`config.mk`:
```
export PLATFORM = sky130hd
export DESIGN_NAME = mavg_mul
export DESIGN_NICKNAME = d
export VERILOG_FILES = /design/src/sv/mavg_pkg.sv /design/src/sv/mavg_mul.sv
export SDC_FILE = /design/constraint.sdc
export NUM_CORES = 1
export LEC_CHECK = 0
export BUFFER_PORTS_ARGS = -buffer_cell sky130_fd_sc_hd__clkbuf_2
export CAP_MARGIN = 20
export CORE_MARGIN = 2
export CORE_UTILIZATION = 57
export CTS_CLUSTER_DIAMETER = 80
export DETAILED_ROUTE_END_ITERATION = 8
export PLACE_DENSITY = 0.81
export SLEW_MARGIN = 20
export SYNTH_ARGS = -nofsm -noshare
export SYNTH_HDL_FRONTEND = slang
export SYNTH_SLANG_ARGS = --single-unit
```
`constraint.sdc`:
```
create_clock -name clk -period 3.8 [get_ports clk]
set_clock_uncertainty 0.2 [all_clocks]
set_input_delay 0.76 -clock clk [delete_from_list [all_inputs] [get_ports clk]]
set_output_delay 0.76 -clock clk [all_outputs]
set_load 0.02 [all_outputs]
```
`src/sv/mavg_pkg.sv`:
```
// mavg_pkg: shared widths, register indexes and status types of the moving average filter
// depends on nothing; imported by every other module of the block but mavg_ram

package mavg_pkg;

	// field and state widths
	localparam int SAMPLE_BITS = 16;
	localparam int MAX_WINDOW  = 256;
	localparam int ADDR_BITS   = 8;
	localparam int CNT_BITS    = 9;
	localparam int SUM_BITS    = 25;
	localparam int WSUM_BITS   = 33;
	localparam int FRAC_BITS   = 8;
	localparam int OUT_BITS    = 24;

	// serial multiplier: 9-bit multiplier, multiplicand wide enough for n * sample
	localparam int MUL_BITS     = CNT_BITS;
	localparam int MCAND_BITS   = SUM_BITS;
	localparam int MUL_CNT_BITS = 4;

	// serial divider: signed dividend, its magnitude and a 16-bit divisor
	localparam int DVDS_BITS    = WSUM_BITS + FRAC_BITS;
	localparam int DVD_BITS     = DVDS_BITS - 1;
	localparam int DIVR_BITS    = 16;
	localparam int DIV_CNT_BITS = 6;

	// configuration port
	localparam int APB_ADDR_BITS = 3;
	localparam int APB_DATA_BITS = 32;
	localparam logic REG_WINDOW  = 1'b0;
	localparam logic REG_MODE    = 1'b1;
	localparam logic [CNT_BITS-1:0] WINDOW_RESET = 9'd16;

	// status of a serial arithmetic unit
	typedef struct packed {
		logic busy;
		logic done;
	} unit_sts_t;

endpackage

```
`src/sv/mavg_mul.sv`:
```
// mavg_mul: bit-serial shift-add multiplier, one multiplier bit per cycle
// depends on mavg_pkg

module mavg_mul (
	input  logic                                     clk,
	input  logic                                     arst_n,
	input  logic                                     start,
	input  logic [mavg_pkg::MUL_BITS-1:0]            m,
	input  logic signed [mavg_pkg::MCAND_BITS-1:0]   mcand,
	output mavg_pkg::unit_sts_t                      sts,
	output logic signed [mavg_pkg::MCAND_BITS-1:0]   prod
);

	import mavg_pkg::*;

	logic [MUL_BITS-1:0]          m_q;
	logic signed [MCAND_BITS-1:0] mc_q;
	logic signed [MCAND_BITS-1:0] acc_q;
	logic [MUL_CNT_BITS-1:0]      cnt_q;
	logic                         done_q;

	// load, then add the shifted multiplicand for each set multiplier bit
	always_ff @(posedge clk or negedge arst_n) begin
		if (!arst_n) begin
			cnt_q  <= '0;
			done_q <= 1'b0;
		end else begin
			done_q <= (cnt_q == MUL_CNT_BITS'(1));
			if (start) begin
				cnt_q <= MUL_CNT_BITS'(MUL_BITS);
			end else if (cnt_q != '0) begin
				cnt_q <= cnt_q - MUL_CNT_BITS'(1);
			end
		end
	end

	// datapath
	always_ff @(posedge clk) begin
		if (start) begin
			m_q   <= m;
			mc_q  <= mcand;
			acc_q <= '0;
		end else if (cnt_q != '0) begin
			if (m_q[0]) begin
				acc_q <= acc_q + mc_q;
			end
			mc_q <= mc_q <<< 1;
			m_q  <= m_q >> 1;
		end
	end

	assign sts.busy = (cnt_q != '0);
	assign sts.done = done_q;
	assign prod     = acc_q;

endmodule

```
* Yosys cells after proc, flatten, opt, wreduce, memory -nomap -nowiden
Cells that the tools add are included.
** Storage, ports and cells
- Flip-flop bits (word level) :: 64
- Bits of input ports :: 37
- Memories kept :: 0
- Word-level logic and storage cells :: 17
- Latch bits :: 0
- Bits in writable memories :: 0
- Bits in read-only memories :: 0
** Cells by class
- Shift-type cells :: 0
- $add $sub $neg :: 2
- Div/mod/pow operators :: 0
- Equal/unequal tests :: 1
- Reduce and logical (&&, ||, !) cells :: 3
- Multiplexer cells :: 6
- $mul :: 0
- Bitwise logic cells :: 0
- Order comparisons :: 0
** Operator list (count)
- 25-bit 2-to-1 mux :: 2
- 25-bit adder :: 1
- 9-bit 2-to-1 mux :: 2
- 4-bit 2-to-1 mux :: 2
- 4-bit by 1-bit == test with 1-bit output (second input constant) :: 1
- 4-bit nonzero test :: 1
- 4-bit by 1-bit subtractor with 4-bit output (second input constant) :: 1
- 2-bit AND reduction :: 1
- 2-bit nonzero test :: 1

* Depth between registers and ports, before layout
- Word-level depth :: 3
- Depth in mapped cells :: 10
- Depth with buffers taken out :: 9

* Worst setup path before layout
Ideal clock, no wire load.
- Path kind :: flip-flop to flip-flop
- Start :: register acc_q[0], in the netlist prod[0]
- End :: register acc_q[24], in the netlist prod[24]
- Path buffers :: 0
- Arrival :: 2367 ps
- Stages on the path, launching flop included :: 10
- Required time :: 3477 ps
- Path slack :: 1109 ps
- Clock period less this slack :: 2691 ps
- Cell sequence :: dfxtp_1 ha_1 fa_1 a21o_1 nand3_1 a22o_1 o2bb2ai_2 or4_4 o211ai_2 mux2_1
** Between the ends
- Word-level cells in the longest chain between the ends :: 1
** RTL lines
- start: declaration :: line mavg_mul.sv:18 : logic signed [MCAND_BITS-1:0] acc_q;
- start signal: assignment :: line mavg_mul.sv:45 : acc_q <= acc_q + mc_q;
- 25-bit adder :: line mavg_mul.sv:45
No other way between the ends.
A chain may end at the register's enable or synchronous reset.

* Worst setup path in the final report
- Start :: register mc_q[19]
- End :: register acc_q[24], in the netlist prod[24]
** Between the ends
- Word-level cells in the longest chain between the ends :: 1
** RTL lines
- start: declaration :: line mavg_mul.sv:17 : logic signed [MCAND_BITS-1:0] mc_q;
- start signal: assignment :: line mavg_mul.sv:41 : mc_q <= mcand;
- start signal: assignment :: line mavg_mul.sv:47 : mc_q <= mc_q <<< 1;
- 25-bit adder :: line mavg_mul.sv:45
No other way between the ends.

==> metrics.txt <==
run status=complete, no violations; buffer and inverter count on the worst path=0; width of the die=roughly 87 um; worst reg2reg path depth=7; initial core utilization=58.1%; Clk Tree Root Cell=sky130_fd_sc_hd__clkbuf_8; list of cells traversed by the critical path=ha_1 -> nand2_1 -> o21ai_0 -> o21ai_0 -> or4_4 -> o211ai_2 -> mux2_1; Slowest cell on crit path=sky130_fd_sc_hd__ha_1; synthesized-area fraction occupied by and/or/nand/nor cells=between 10% and 20%; Fmax achieved=~360 MHz; via count of the routed design=approximately 3200; placed instance area=4250 um^2; Sequential cell area=around 1600 um^2; dominant synthesized flop cell=sky130_fd_sc_hd__edfxtp_1; Slew Viols, Final=0; Final Critical Period=2770 ps; gr usage total=23.7%; commonest non-fill, non-tap cells in the layout=sky130_fd_sc_hd__clkbuf_2 (63), sky130_fd_sc_hd__nand2_1 (39), sky130_fd_sc_hd__edfxtp_1 (34); logic depth of the worst setup path including buffers=7; fraction of the yosys area taken by sequential cells=42.4%; wire length of the first global-routing pass=approximately 14000 um; CTS sink count=64; fraction of the cycle the final worst path needs=approximately 73%; delay-heaviest family, CP=compound AO/OA/AOI/OAI gates; unrepaired setup endpoints after global routing=false; setup slack of the most critical reg-to-reg path=1030 ps; number of different library cells in the post-synthesis netlist=59; clk_lat worst skew=350 ps; Critical Path Max Stage Delay=about 490 ps; post-route cell area=4460 um^2; launching element type of the critical path=flop; kind of critical path=flop to flop; R2R Path End=prod[24]$_SDFFE_PP0P_; first-pass detailed-route iteration total=4; peak fanout along the critical path=11; antenna cell count=0; Buffers on Ports=63; largest net degree at the start of global routing=35; Detail Placement HPWL=slightly above 6000 um; maximum number of buffers from clock root to sink=2; fraction of registers with async set or reset after synthesis=~7.8%; critical path data arrival time=between 2000 and 3000 ps; type of the tightest min-delay check=primary input to asynchronous set/reset pin; top-level port count=between 60 and 70; number of enable-type register cells in the synthesized netlist=34; Critical Path Source=mc_q[19]$_DFFE_PP_; total CTS buffers=9; area used by multi-input combinational logic=2140 um^2; mux contribution to synthesized area=about a tenth; Initial DRC Count=170; area grow syn2layout=14.8%; synthesis warning total=0; adder and majority gate portion of the synthesized area=approximately 9.2%; CTS Hold Buffers Added=0; fillers=around 520; total of endpoints with negative setup slack in the final report=0; headroom to the max-slew limit=a little over two fifths; average instance area after synthesis=10.0 um^2; RD Place Congestion=just over 0.9; Max-Cap Viols=0; number of placement rows=30; Congestion Overflow GR=0; register clock-pin slew on the reported worst setup and hold paths=roughly 70 ps; required time of the critical path=3830 ps; maximum level of the CTS H-tree=3; Chip Height=approximately 87 um; total leakage power=slightly below 2 nW; average wire per cell in the routed design=16.1 um; Detailed Route WL=between 8000 and 9000 um; post-DR vias/cell=between 6 and 7; netlist area before placement=a little under 4000 um^2; xor and xnor area share after synthesis=~3.6%; compound-gate portion of the synthesized area=17.4%; largest family of logic cells by synthesized area=compound AO/OA/AOI/OAI gates; slew at the pin with the worst max-slew slack=841 ps; Post CTS Setup Buffer Count=0; core area=roughly 6700 um^2; CP most frequent cell=sky130_fd_sc_hd__o21ai_0; Hold Fails Final Rpt=0; die area=7490 um^2; post-route DRC violation count=0; CTS tree=done; Mapped Cells=between 300 and 400; vias in the first global route=2993; Max IR drop VDD=0.000317 V; Pwr per Cell Area=~640 nW/um^2; post-CTS resize count=0; endpoint of the worst setup timing path=prod[24]$_SDFFE_PP0P_; CP endpoint kind=flop; Net Count, Synth=between 400 and 500; layout cells sized above 1=26.7%; leading cell type in the layout, fill and taps excluded=sky130_fd_sc_hd__clkbuf_2; initial antenna violation count=0; setup tns final=0 ps; number of nets still failing antenna checks after routing=0; post-synthesis register bit count=64; launch instance of the worst register-to-register path=mc_q[19]$_DFFE_PP_; Final #Nets=510
## flip-flops by register name (all words and copies together), names as in the netlist
| signal | count |
|---|---|
| mc_q | 25 |
| prod | 25 |
| m_q | 9 |
| cnt_q | 4 |
| done_q | 1 |
## cell type report
type | count | share of cell area, %
well taps | 80 | 2.25
flip-flops and latches | 64 | 36.9
inverters | 5 | 0.421
repair buffers | 67 | 7.75
multi-input cells | 298 | 47.9
clock buffers | 9 | 2.78
clock inverters | 7 | 1.94
## synth_stat cells (6+ instances only)
library cell / n / area (um^2)
sky130_fd_sc_hd__nand2_1: 39 / 146
sky130_fd_sc_hd__edfxtp_1: 34 / 1020
sky130_fd_sc_hd__mux2_2: 32 / 360
sky130_fd_sc_hd__a21oi_1: 31 / 155
sky130_fd_sc_hd__ha_1: 27 / 338
sky130_fd_sc_hd__dfxtp_1: 25 / 500
sky130_fd_sc_hd__nor2_1: 25 / 93.8
sky130_fd_sc_hd__clkbuf_1: 15 / 56.3
sky130_fd_sc_hd__o21ai_0: 15 / 75.1
sky130_fd_sc_hd__a21o_1: 14 / 105
sky130_fd_sc_hd__nor3_1: 10 / 50.1
sky130_fd_sc_hd__xnor2_1: 10 / 87.6
sky130_fd_sc_hd__nand3_1: 7 / 35.0
sky130_fd_sc_hd__nand4_1: 7 / 43.8
sky130_fd_sc_hd__and2_1: 6 / 37.5
sky130_fd_sc_hd__o21a_1: 6 / 45.0
sky130_fd_sc_hd__xor2_1: 6 / 52.6
## metrics by stage
| step | util, % | setup slack [ps] | cells | power [mW] | hold slack, ps |
|---|---|---|---|---|---|
| after detailed placement | 63.6 | 1040 | 514 | 2.22 | 273 |
| after global routing | 66.7 | 918 | 530 | 3.05 | 21.2 |
| final | 66.7 | 1030 | 530 | 2.87 | 17.2 |
| after floorplan | - | 1110 | 387 | 1.92 | 264 |
| after CTS | 66.7 | 1030 | 530 | 2.87 | 13.9 |
| after global placement | 63.6 | 1110 | 514 | 2.19 | 260 |
## kinds of logic after synthesis
group,count (synthesis)
xor gates and xnor gates,16
DFF,64
adders and majority gates,28
muxes,34
AOI/OAI and AO/OA,102
buffers and inverters,25
and+or+nand+nor,118
## worst min-delay path by stage
| stage | end | slack, ps |
|---|---|---|
| final | cnt_q[0]$_DFFE_PN0P_ | 20 |
| after global routing | cnt_q[0]$_DFFE_PN0P_ | 20 |
| after CTS | cnt_q[2]$_DFFE_PN0P_ | 10 |
| after detailed placement | prod[4]$_SDFFE_PP0P_ | 270 |
| after global placement | prod[0]$_SDFFE_PP0P_ | 260 |
| after floorplan | cnt_q[0]$_DFFE_PN0P_ | 260 |
## routing by layer
layer	part of all wire [%]	up-vias	track usage [%]
li1	-	1566	-
met1	45	1517	31.3
met2	48	106	38.0
met3	5.5	14	5.71
met4	1.7	0	8.38
met5	0	-	0
## power breakdown
group,internal (mW),leakage [nW],switching [mW]
Clock,0.363,0.106,0.275
Sequential,0.883,0.630,0.106
Combinational,0.505,1.21,0.740
Total,1.75,1.95,1.12
Note: power is estimated with default switching activity, not from simulation.
