--- src/sv/mavg_pkg.sv ---
// mavg_pkg: shared widths, register indexes and status types of the moving average filter
// depends on nothing; imported by every other module of the block but mavg_ram

package mavg_pkg;

	// field and state widths
	localparam int SAMPLE_BITS = 16;
	localparam int MAX_WINDOW  = 256;
	localparam int ADDR_BITS   = 8;
	localparam int CNT_BITS    = 9;
	localparam int SUM_BITS    = 25;
	localparam int WSUM_BITS   = 33;
	localparam int FRAC_BITS   = 8;
	localparam int OUT_BITS    = 24;

	// serial multiplier: 9-bit multiplier, multiplicand wide enough for n * sample
	localparam int MUL_BITS     = CNT_BITS;
	localparam int MCAND_BITS   = SUM_BITS;
	localparam int MUL_CNT_BITS = 4;

	// serial divider: signed dividend, its magnitude and a 16-bit divisor
	localparam int DVDS_BITS    = WSUM_BITS + FRAC_BITS;
	localparam int DVD_BITS     = DVDS_BITS - 1;
	localparam int DIVR_BITS    = 16;
	localparam int DIV_CNT_BITS = 6;

	// configuration port
	localparam int APB_ADDR_BITS = 3;
	localparam int APB_DATA_BITS = 32;
	localparam logic REG_WINDOW  = 1'b0;
	localparam logic REG_MODE    = 1'b1;
	localparam logic [CNT_BITS-1:0] WINDOW_RESET = 9'd16;

	// status of a serial arithmetic unit
	typedef struct packed {
		logic busy;
		logic done;
	} unit_sts_t;

endpackage

--- src/sv/mavg_div.sv ---
// mavg_div: bit-serial restoring divider, one quotient bit per cycle, truncating toward zero
// depends on mavg_pkg

module mavg_div (
	input  logic                                   clk,
	input  logic                                   arst_n,
	input  logic                                   start,
	input  logic signed [mavg_pkg::DVDS_BITS-1:0]  dividend,
	input  logic [mavg_pkg::DIVR_BITS-1:0]         divisor,
	output mavg_pkg::unit_sts_t                    sts,
	output logic [mavg_pkg::OUT_BITS-1:0]          quotient
);

	import mavg_pkg::*;

	logic [DVD_BITS-1:0]     dv_q;
	logic [DIVR_BITS-1:0]    rem_q;
	logic [DIVR_BITS-1:0]    dsr_q;
	logic                    neg_q;
	logic [DIV_CNT_BITS-1:0] cnt_q;
	logic                    done_q;
	logic [DVDS_BITS-1:0]    mag;
	logic [DIVR_BITS+1:0]    part;
	logic [DIVR_BITS+1:0]    diff;

	// magnitude of the dividend and the trial subtraction
	always_comb begin
		mag  = dividend[DVDS_BITS-1] ? DVDS_BITS'(-dividend) : DVDS_BITS'(dividend);
		part = {1'b0, rem_q, dv_q[DVD_BITS-1]};
		diff = part - {2'b00, dsr_q};
	end

	// step counter
	always_ff @(posedge clk or negedge arst_n) begin
		if (!arst_n) begin
			cnt_q  <= '0;
			done_q <= 1'b0;
		end else begin
			done_q <= (cnt_q == DIV_CNT_BITS'(1));
			if (start) begin
				cnt_q <= DIV_CNT_BITS'(DVD_BITS);
			end else if (cnt_q != '0) begin
				cnt_q <= cnt_q - DIV_CNT_BITS'(1);
			end
		end
	end

	// shift the dividend out at the top and the quotient in at the bottom
	always_ff @(posedge clk) begin
		if (start) begin
			dv_q  <= mag[DVD_BITS-1:0];
			rem_q <= '0;
			dsr_q <= divisor;
			neg_q <= dividend[DVDS_BITS-1];
		end else if (cnt_q != '0) begin
			rem_q <= diff[DIVR_BITS+1] ? part[DIVR_BITS-1:0] : diff[DIVR_BITS-1:0];
			dv_q  <= {dv_q[DVD_BITS-2:0], ~diff[DIVR_BITS+1]};
		end
	end

	// restore the sign
	assign quotient = neg_q ? (~dv_q[OUT_BITS-1:0] + OUT_BITS'(1)) : dv_q[OUT_BITS-1:0];
	assign sts.busy = (cnt_q != '0);
	assign sts.done = done_q;

endmodule

--- config.mk ---
export PLATFORM = sky130hd
export DESIGN_NAME = mavg_div
export DESIGN_NICKNAME = d
export VERILOG_FILES = /design/src/sv/mavg_pkg.sv /design/src/sv/mavg_div.sv
export SDC_FILE = /design/constraint.sdc
export NUM_CORES = 1
export LEC_CHECK = 0
export BUFFER_PORTS_ARGS = -buffer_cell sky130_fd_sc_hd__buf_2
export CAP_MARGIN = 20
export CELL_PAD_IN_SITES_DETAIL_PLACEMENT = 2
export CELL_PAD_IN_SITES_GLOBAL_PLACEMENT = 2
export CORE_MARGIN = 2
export CORE_UTILIZATION = 25
export CTS_CLUSTER_SIZE = 24
export DETAILED_ROUTE_END_ITERATION = 7
export PLACE_DENSITY_LB_ADDON = 0.2
export SLEW_MARGIN = 20
export SYNTH_ARGS = -nofsm -noshare
export SYNTH_HDL_FRONTEND = slang
export SYNTH_SLANG_ARGS = --single-unit
--- constraint.sdc ---
create_clock -name clk -period 4 [get_ports clk]
set_input_delay 0.8 -clock clk [delete_from_list [all_inputs] [get_ports clk]]
set_output_delay 0.8 -clock clk [all_outputs]
set_load 0.05 [all_outputs]
Yosys cells after proc, flatten, opt, wreduce, memory -nomap -nowiden
Index checks and enable logic that the tools add are counted.
W data, S select, Z words.
Word-level totals
  register bits: 80
  bits of input ports: 60
  output and inout port bits: 26
  logic and storage cells: 22
Cells by class
  add/sub/neg operators: 4
  eq/ne operators: 1
  muxes and demuxes: 7
  bitwise gates (word level): 2
  reduce and logical (&&, ||, !) cells: 2
Operators by type and width (count)
  $mux W40: 3
  $neg A40 Y40: 1
  $add A24 B1 Y24 const B: 1
  $mux W24: 1
  $not A24 Y24: 1
  $sub A17 B16 Y18: 1
  $mux W16: 1
  $mux W6: 2
  $eq A6 B1 Y1 const B: 1
  $reduce_bool A6 Y1: 1
  $sub A6 B1 Y6 const B: 1
  $reduce_bool A2 Y1: 1
  $not A1 Y1: 1

Logic depth before layout (Yosys ltp)
Gate-level depths: netlist (run 1).
  depth after elaboration: 4
  mapped depth: 11

Worst setup path before layout (run 1)
Ideal clock, no wire load.
  kind: reg-to-output
  start: register dv_q[6]
  end: output quotient[19] (netlist bit)
  arrival: 2.651 ns
  setup slack: 0.549 ns
  cell stages (with the launch flop): 6
  path through: edfxtp_1 -> or4_4 -> or4_4 -> or4_4 -> o31ai_1 -> xnor2_1
On the way
  cells in the longest elaborated chain, start to end: 3
RTL lines
  start, declared: RTL line mavg_div.sv:16  | logic [DVD_BITS-1:0] dv_q;
  start signal, assigned: RTL line mavg_div.sv:51  | dv_q <= mag[DVD_BITS-1:0];
  start signal, assigned: RTL line mavg_div.sv:57  | dv_q <= {dv_q[DVD_BITS-2:0], ~diff[DIVR_BITS+1]};
  $not A24 Y24: RTL line mavg_div.sv:62  | assign quotient = neg_q ? (~dv_q[OUT_BITS-1:0] + OUT_BITS'(1)) : dv_q[OUT_BITS-1:0];
  $add A24 B1 Y24: RTL line mavg_div.sv:62
  $mux W24: RTL line mavg_div.sv:62
  end, declared: RTL line mavg_div.sv:11  | output logic [mavg_pkg::OUT_BITS-1:0] quotient
Every way passes these cells.

Final worst setup path (run 1)
  start: register dv_q[5]
  end: output quotient[23] (netlist bit)
Same word-level chain as after synthesis.

==> results of run 1 <==
==> state kept, by name (all words and copies together), names as in the netlist <==
name and flops:
dv_q 40, done_q 1, rem_q 16, neg_q 1
dsr_q 16, cnt_q 6
==> cell type report <==
class | count | share of cell area
sequential | 80 | 0.353
tap | 275 | 0.0550
clock inverter | 7 | 0.0100
timing repair buffer | 90 | 0.0764
multi-input combinational | 412 | 0.453
inverter | 27 | 0.0162
clock buffer | 9 | 0.0360
==> stage by stage <==
step / std cells / util
after global routing: 900 / 0.300
after global placement: 884 / 0.286
final: 900 / 0.300
after detailed placement: 884 / 0.286
after CTS: 900 / 0.300
after floorplan: 543 / -
==> worst max-delay path: cells and delay by family, from the launching register on <==
kind / cells / cell delay, ns
and+or+nand+nor: 3 / 1.60
xor gates and xnor gates: 1 / 0.16
buffers and inverters: 1 / 0.25
AOI/OAI and AO/OA: 1 / 0.26
DFF: 1 / 0.46
==> power groups by stage <==
stage               clock, mW  combinational, mW  sequential (mW)
floorplan                   0               1.09             1.16
global placement            0               1.36             1.20
detailed placement          0               1.40             1.21
finish                  0.841               1.40             1.19
CTS                     0.871               1.42             1.20
global route            0.900               1.56             1.22
==> final timing paths <==
kind / start / endpoint / slack, ns / cells after the start
setup / recovery: dv_q[5] / quotient[23] / 0.13 / 6
hold / removal: arst_n / cnt_q[1] / 0.27 / 1
setup reg to reg: dv_q[39] / rem_q[14] / 0.90 / 11
hold reg to reg: rem_q[14] / rem_q[14] / 0.49 / 2
max in group asynchronous: arst_n / cnt_q[3] / 3.56 / 1
min in group clk: rem_q[14] / rem_q[14] / 0.49 / 2
==> per-layer routing <==
metal / global-route usage / vias to the layer above
li1: - / 2134
met1: 0.188 / 2124
met2: 0.246 / 58
met3: 0.0349 / 14
met4: 0.0371 / 0
met5: 0 / -
==> cell families after synthesis <==
| group | Yosys count |
|---|---|
| AND/OR/NAND/NOR | 152 |
| adder cells (fa/ha/maj) | 21 |
| multiplexers | 16 |
| AO/OA/AOI/OAI | 150 |
| XOR/XNOR | 73 |
| flip-flops | 80 |
| buffers and inverters | 51 |
==> timing repair <==
| action | CTS | global route |
|---|---|---|
| hold endpoints to repair | 0 | 0 |
| buffers inserted | 0 | 0 |
| gates resized for setup | 0 | 6 |
| endpoints found under the setup margin | 0 | 5 |
==> cell usage in the layout (no fill, tap or decap), drive strengths merged, types with 12 or more instances in the layout <==
cell    netlist  final
or4          12     12
nor2         62     62
nand2        29     29
mux2i        14     14
xor2         43     43
buf           6     86
dfxtp        16     16
a211oi       12     12
ha           20     20
edfxtp       57     57
clkbuf       18     13
inv          27     27
o21ai        33     33
xnor2        30     30
o31ai        19     19
a21oi        49     49
==> results.ini, run 1 <==
[critical_path]
end_kind=output pin
slowest_stage=or4_4
slowest_delay_ns=0.57
cp.arrival_ns=3.07
cp.required_ns=3.20
start_kind=register
crit_path_frequent_cell=or4_4
cp_max_fo=5
crit_chain=or4_4 -> or4_4 -> or4_4 -> o41ai_2 -> xnor2_1 -> clkbuf_4
critPathKind=register to output pin

[logic_synthesis]
yosysWarnings=0
synth.avg_cell_area_um2=9.66
synth_top_family_by_area=compound AO/OA/AOI/OAI gates
synth-simple-area-share=0.147
synth.distinct_cells=51
synth_common_cells=nor2_1, edfxtp_1, a21oi_1
synthMuxAreaShare=0.0310
synthAdderAreaFrac=0.0515
netlist.area_leader.share=0.326
ys.flop_type=edfxtp_1
synth_compound_area_frac=0.189
synth_area_um2=5250
yosysSeqAreaShare=0.421
synth_xor_area_frac=0.122
syn_inst=543
synth_nets=624
yosysTopAreaCell=edfxtp_1
netlist_top_cells_area=edfxtp_1, xor2_1, dfxtp_1, xnor2_1, ha_1
synthArstFlopShare=0.0875
ys_seq_elements=80
synth-edff-count=57
synth.most_common_cell=nor2_1

[clock_tree]
clk_pin_slew_ns=0.07
cts_tree=built
cts_buffer_depth=2
cts_hold_buffers=0
cts_root_buffer=clkbuf_16
htree_levels=3
cts_buffers=9
clk_latency_ns=0.35
cts_sinks=80

[timing]
slew_violations=0
timing.final.crit_share=0.967
worst_pin_slew_ns=0.905
fin_crit_ns=3.87
finalSetupViolations=0
slew-limit-headroom=0.396
finalHoldViolCount=0
hold_ws_ns=0.274
max_freq_mhz=258
setup_ws_ns=0.131
tns_ns=0
rsz0062_at_grt=no
finClkSkew_ns=0.00748

[layout]
nets=701
drive_above_1_share=0.202
multi_input_area_um2=2840
fin_area_um2=6250
syn2layout_area_growth_pct=19.2
num-fill-cells=2346
regArea_um2=2210
diodes=0

[die]
core_area_um2=20800
rows=53
boundaryPins=86
start_util=0.252
die_x_um=149
die_h_um=149
die-area_um2=22200

[route]
highest_layer=met4
met2WireLength_mm=7.24
drt_first_pass_iters=4
ant_nets=0
first_iter_violations=106
viasPerCell=4.81
wl_met1_mm=7.36
routed_wl_mm=15.3
drt-wirelength-per-cell_um=17.0
drc=0
wl_met3_um=535
via_count=4330

[pwr]
p_int_mw=2.09
ir_worst_vdd_mv=0.210
switching_share=0.391
leakage_nw=2.49
p_sw_mw=1.34
pwr-share-comb=0.407
finalPower_mw=3.43
power_per_cell_area_nw_per_um2=549
p_seq_frac=0.348
p_clk_frac=0.245

[placement]
numPortBuffers=85
place_ws_ns=0.401
gp_congestion=0.760
placed_area_um2=5950
dp_hpwl_mm=11.3

[global_routing]
grt_pass1_wl_mm=25.6
grt_max_degree=49
grt_pass1_vias=4762
grt_usage=0.146
antenna_found_initial=0
overflow=0

[job]
cap_violations=0

[run_status]
status=finished clean

[min_path]
hold_path.class=input pin to asynchronous set/reset pin

(Power assumes the default switching activity.)
==> inputs of run 2 (changes only) <==
--- a/config.mk
+++ b/config.mk
@@ -7,13 +7,12 @@
 export LEC_CHECK = 0
 export BUFFER_PORTS_ARGS = -buffer_cell sky130_fd_sc_hd__buf_2
 export CAP_MARGIN = 20
-export CELL_PAD_IN_SITES_DETAIL_PLACEMENT = 2
-export CELL_PAD_IN_SITES_GLOBAL_PLACEMENT = 2
 export CORE_MARGIN = 2
 export CORE_UTILIZATION = 25
 export CTS_CLUSTER_SIZE = 24
 export DETAILED_ROUTE_END_ITERATION = 7
 export PLACE_DENSITY_LB_ADDON = 0.2
+export REMOVE_ABC_BUFFERS = 1
 export SLEW_MARGIN = 20
 export SYNTH_ARGS = -nofsm -noshare
 export SYNTH_HDL_FRONTEND = slang
==> results.ini, run 2 (synthesized netlist as in run 1, its figures left out) <==
[global_routing]
overflow=0  ; unchanged
grt_max_degree=83  ; was 49
grt_usage=0.123  ; was 0.146
grt_pass1_vias=4193  ; was 4762
antenna_found_initial=1  ; was 0
grt_pass1_wl_mm=21.6  ; was 25.6 mm

[timing]
finClkSkew_ns=0.00720  ; was 0.00748 ns
worst_pin_slew_ns=0.912  ; was 0.905 ns
slew-limit-headroom=0.392  ; was 0.396
finalHoldViolCount=0  ; unchanged
finalSetupViolations=0  ; unchanged
fin_crit_ns=3.89  ; was 3.87 ns
hold_ws_ns=0.280  ; was 0.274 ns
slew_violations=0  ; unchanged
timing.final.crit_share=0.972  ; was 0.967
max_freq_mhz=257  ; was 258 MHz
tns_ns=0  ; unchanged
rsz0062_at_grt=no  ; unchanged

[layout]
mostFrequentLayoutCells=buf_2, nor2_1, edfxtp_1  ; unchanged
layout_commonest_cell=buf_2  ; unchanged
regMostFlops=dv_q  ; unchanged
drive_above_1_share=0.199  ; was 0.202
num-fill-cells=2235  ; was 2346
syn2layout_area_growth_pct=18.6  ; was 19.2%
nets=699  ; was 701
largest_reg_flops=40  ; unchanged
instances_no_fill=899  ; was 900
top_regs=dv_q x40, dsr_q x16, rem_q x16  ; unchanged

[critical_path]
start_kind=register  ; unchanged
end_kind=output pin  ; unchanged
r2r-start=dv_q[39]  ; unchanged
critPathKind=register to output pin  ; unchanged
cp.required_ns=3.20  ; about the same
cp.arrival_ns=3.09  ; was 3.07 ns
critPathLaunch=dv_q[6]  ; was dv_q[5]
cp_max_fo=5  ; unchanged

[min_path]
hold_path.class=input pin to asynchronous set/reset pin  ; unchanged

[pwr]
p_sw_mw=1.29  ; was 1.34 mW
leakage_nw=2.47  ; was 2.49 nW
p_int_mw=2.06  ; was 2.09 mW
p_clk_frac=0.240  ; was 0.245
p_seq_frac=0.356  ; was 0.348
switching_share=0.385  ; was 0.391
power_per_cell_area_nw_per_um2=538  ; was 549 nW/um2
pwr-share-comb=0.404  ; was 0.407
ir_worst_vdd_mv=0.231  ; was 0.210 mV

[die]
core_area_um2=20800  ; unchanged
die_x_um=149  ; unchanged
die_h_um=149  ; unchanged
boundaryPins=86  ; unchanged
die-area_um2=22200  ; unchanged
start_util=0.252  ; unchanged
rows=53  ; unchanged

[route]
drt_first_pass_iters=4  ; unchanged
viasPerCell=4.76  ; was 4.81
ant_nets=0  ; unchanged
drt-wirelength-per-cell_um=14.8  ; was 17.0 um
first_iter_violations=157  ; was 106
routed_wl_mm=13.3  ; was 15.3 mm
via_count=4277  ; was 4330
drc=0  ; unchanged

[run_status]
status=finished clean  ; unchanged

[clock_tree]
cts_setup_buffers=0  ; unchanged
cts_hold_buffers=0  ; unchanged
post_cts_resized=0  ; unchanged
cts_tree=built  ; unchanged
cts_sinks=80  ; unchanged
clk_pin_slew_ns=0.06  ; was 0.07 ns
cts_buffers=9  ; unchanged
clk_latency_ns=0.35  ; about the same
cts_root_buffer=clkbuf_16  ; unchanged
htree_levels=3  ; unchanged
cts_buffer_depth=2  ; unchanged

[placement]
dp.cells=882  ; was 884
dp_hpwl_mm=9.77  ; was 11.3 mm
numPortBuffers=85  ; unchanged
gp_congestion=0.807  ; was 0.760

[job]
cap_violations=0  ; unchanged

run 2: cell count changes in the layout (fill, tap and decap cells not counted), sizes merged:
cell / before / now
clkbuf: 13 / 10
buf: 86 / 88
bufinv: 1 / 0
diode: 0 / 1
run 2: power groups by stage:
stage | combinational [mW] | sequential (mW) | clock [mW]
after CTS | 1.36 | 1.19 | 0.835
after global placement | 1.34 | 1.20 | 0
final | 1.35 | 1.19 | 0.802
after floorplan | 1.04 | 1.18 | 0
after global routing | 1.50 | 1.22 | 0.853
after detailed placement | 1.35 | 1.21 | 0
run 2: final timing paths:
check	slack, ns	cells after the start	to
max reg2reg	1.00	11	rem_q[14]
max in group asynchronous	3.56	1	cnt_q[0]
min	0.28	1	done_q
max	0.11	6	quotient[20]
min reg2reg	0.49	2	rem_q[15]
min in group clk	0.49	2	rem_q[15]
run 2: per-layer routing:
layer / wire length, um / track usage / vias up
li1: - / - / 2130
met4: 218 / 0.0367 / 0
met5: 0 / 0 / -
met3: 721 / 0.0330 / 15
met2: 5900 / 0.191 / 107
met1: 6460 / 0.169 / 2025
run 2: per-stage QoR:
step                instance area [um2]  setup slack [ns]  power [mW]  utilization
floorplan                          5140             0.486        2.22            -
global placement                   5940             0.478        2.54        0.285
detailed placement                 5940             0.412        2.56        0.285
CTS                                6220            0.0834        3.39        0.299
global route                       6220            0.0106        3.57        0.299
finish                             6220             0.110        3.35        0.299
run 2: critical path: stages, from the launching register on:
cell	delay, ns
edfxtp_1	0.43
or4_4	0.58
or4_4	0.48
or4_4	0.55
o41ai_2	0.25
xnor2_1	0.17
buf_2	0.29
run 2: cell type report:
class | instances | area, um2 | area share
multi-input combinational | 412 | 2840 | 0.456
sequential | 80 | 2210 | 0.355
timing repair buffer | 88 | 450 | 0.0724
tap | 275 | 344 | 0.0553
clock buffer | 10 | 250 | 0.0402
inverter | 27 | 101 | 0.0163
clock inverter | 6 | 32.5 | 0.00523
antenna | 1 | 2.50 | 0.000402
==> inputs of run 3 (changes only) <==
--- a/config.mk
+++ b/config.mk
@@ -7,7 +7,7 @@
 export LEC_CHECK = 0
 export BUFFER_PORTS_ARGS = -buffer_cell sky130_fd_sc_hd__buf_2
 export CAP_MARGIN = 20
-export CORE_MARGIN = 2
+export CORE_ASPECT_RATIO = 1.1
 export CORE_UTILIZATION = 25
 export CTS_CLUSTER_SIZE = 24
 export DETAILED_ROUTE_END_ITERATION = 7
==> results.ini, run 3 (synthesized netlist as in run 1, its figures left out) <==
[run_status]
status=finished clean  ; unchanged

[global_routing]
grt_pass1_wl_mm=21.1  ; was 21.6 mm
grt_max_degree=76  ; was 83
antenna_found_initial=3  ; was 1
grt_pass1_vias=4171  ; was 4193
overflow=0  ; unchanged
grt_usage=0.125  ; was 0.123

[pwr]
pwr-share-comb=0.414  ; was 0.404
p_clk_frac=0.225  ; was 0.240
leakage_nw=2.48  ; was 2.47 nW
p_sw_mw=1.25  ; was 1.29 mW
power_per_cell_area_nw_per_um2=529  ; was 538 nW/um2
p_int_mw=2.03  ; was 2.06 mW
switching_share=0.381  ; was 0.385
ir_worst_vdd_mv=0.213  ; was 0.231 mV
p_seq_frac=0.361  ; was 0.356

[route]
via_count=4210  ; was 4277
drc=0  ; unchanged
drt_first_pass_iters=4  ; unchanged
viasPerCell=4.77  ; was 4.76
routed_wl_mm=12.9  ; was 13.3 mm
first_iter_violations=163  ; was 157
drt-wirelength-per-cell_um=14.6  ; was 14.8 um
ant_nets=0  ; unchanged

[timing]
fin_crit_ns=3.88  ; was 3.89 ns
tns_ns=0  ; unchanged
finalSetupViolations=0  ; unchanged
finClkSkew_ns=0.00932  ; was 0.00720 ns
rsz0062_at_grt=no  ; unchanged
slew-limit-headroom=0.438  ; was 0.392
timing.final.crit_share=0.969  ; was 0.972
setup_ws_ns=0.123  ; was 0.110 ns
hold_ws_ns=0.284  ; was 0.280 ns
slew_violations=0  ; unchanged
max_freq_mhz=258  ; was 257 MHz
finalHoldViolCount=0  ; unchanged
worst_pin_slew_ns=0.844  ; was 0.912 ns

[layout]
nets=701  ; was 699
num-fill-cells=2133  ; was 2235
instances_no_fill=882  ; was 899
layout_commonest_cell=buf_2  ; unchanged
fin_util=0.302  ; was 0.299
largest_reg_flops=40  ; unchanged
mostFrequentLayoutCells=buf_2, nor2_1, edfxtp_1  ; unchanged
syn2layout_area_growth_pct=18.3  ; was 18.6%
top_regs=dv_q x40, dsr_q x16, rem_q x16  ; unchanged
regMostFlops=dv_q  ; unchanged
drive_above_1_share=0.197  ; was 0.199

[clock_tree]
cts_buffer_depth=2  ; unchanged
cts_hold_buffers=0  ; unchanged
clk_latency_ns=0.35  ; about the same
clk_pin_slew_ns=0.06  ; about the same
cts_buffers=9  ; unchanged
htree_levels=3  ; unchanged
cts_sinks=80  ; unchanged
cts_tree=built  ; unchanged
cts_root_buffer=clkbuf_16  ; unchanged

[placement]
place_ws_ns=0.331  ; was 0.412 ns
gp_congestion=0.772  ; was 0.807
dp_hpwl_mm=9.52  ; was 9.77 mm
numPortBuffers=85  ; unchanged
dp.cells=863  ; was 882

[die]
die_h_um=154  ; was 149 um
die_x_um=140  ; was 149 um
start_util=0.255  ; was 0.252
die-area_um2=21600  ; was 22200 um2
core_area_um2=20600  ; was 20800 um2
rows=55  ; was 53
boundaryPins=86  ; unchanged

[critical_path]
cp_max_fo=5  ; unchanged
end_kind=output pin  ; unchanged
critPathKind=register to output pin  ; unchanged
cp.required_ns=3.20  ; about the same
cp.arrival_ns=3.08  ; was 3.09 ns
start_kind=register  ; unchanged
critPathLaunch=dv_q[6]  ; unchanged
r2r-start=dv_q[39]  ; unchanged

[job]
cap_violations=0  ; unchanged

[min_path]
hold_path.class=input pin to asynchronous set/reset pin  ; unchanged

## run 3: final timing paths
check	end	slack [ns]	depth (start not counted)
setup reg to reg	rem_q[14]	0.95	11
hold reg to reg	rem_q[15]	0.46	2
max in group asynchronous	cnt_q[1]	3.56	1
min in group clk	rem_q[15]	0.46	2
setup / recovery	quotient[19]	0.12	6
hold / removal	cnt_q[3]	0.28	1
## run 3: power by group through the flow
stage / Clock [mW] / Combinational [mW] / Sequential, mW
6_report: 0.739 / 1.36 / 1.18
5_1_grt: 0.802 / 1.51 / 1.21
4_1_cts: 0.773 / 1.36 / 1.19
3_5_place_dp: 0 / 1.35 / 1.20
3_3_place_gp: 0 / 1.34 / 1.20
2_1_floorplan: 0 / 1.04 / 1.18
## run 3: routing by layer
metal / GRT usage / routed length (um) / vias up
met5: 0 / 20 / -
li1: - / - / 2136
met3: 0.0405 / 668 / 18
met4: 0.0377 / 149 / 4
met2: 0.213 / 6230 / 91
met1: 0.150 / 5840 / 1961
## run 3: timing repair
item	CTS	global route
endpoints found under the setup margin	1	1
pin swaps	0	0
setup buffers	0	2
resized for setup	1	2
## run 3: cell type report
cell class / count / area, um2 / share of cell area
clock inverter: 1 / 5.00 / 0.000806
antenna: 1 / 2.50 / 0.000403
multi-input combinational: 412 / 2850 / 0.460
timing repair buffer: 90 / 468 / 0.0754
sequential: 80 / 2210 / 0.356
clock buffer: 15 / 248 / 0.0399
tap: 256 / 320 / 0.0516
inverter: 27 / 101 / 0.0163
## run 3: critical path: stages, from the launching register on
cell and delay [ns]:
edfxtp_1 0.42, or4_4 0.58, or4_4 0.53, or4_4 0.48, o31ai_1 0.28, xnor2_1 0.15
buf_2 0.28
## run 3: through the flow
| stage | instance area (um2) | power, mW |
|---|---|---|
| floorplan | 5140 | 2.22 |
| global placement | 5910 | 2.54 |
| detailed placement | 5910 | 2.55 |
| CTS | 6170 | 3.32 |
| global route | 6200 | 3.52 |
| finish | 6210 | 3.28 |
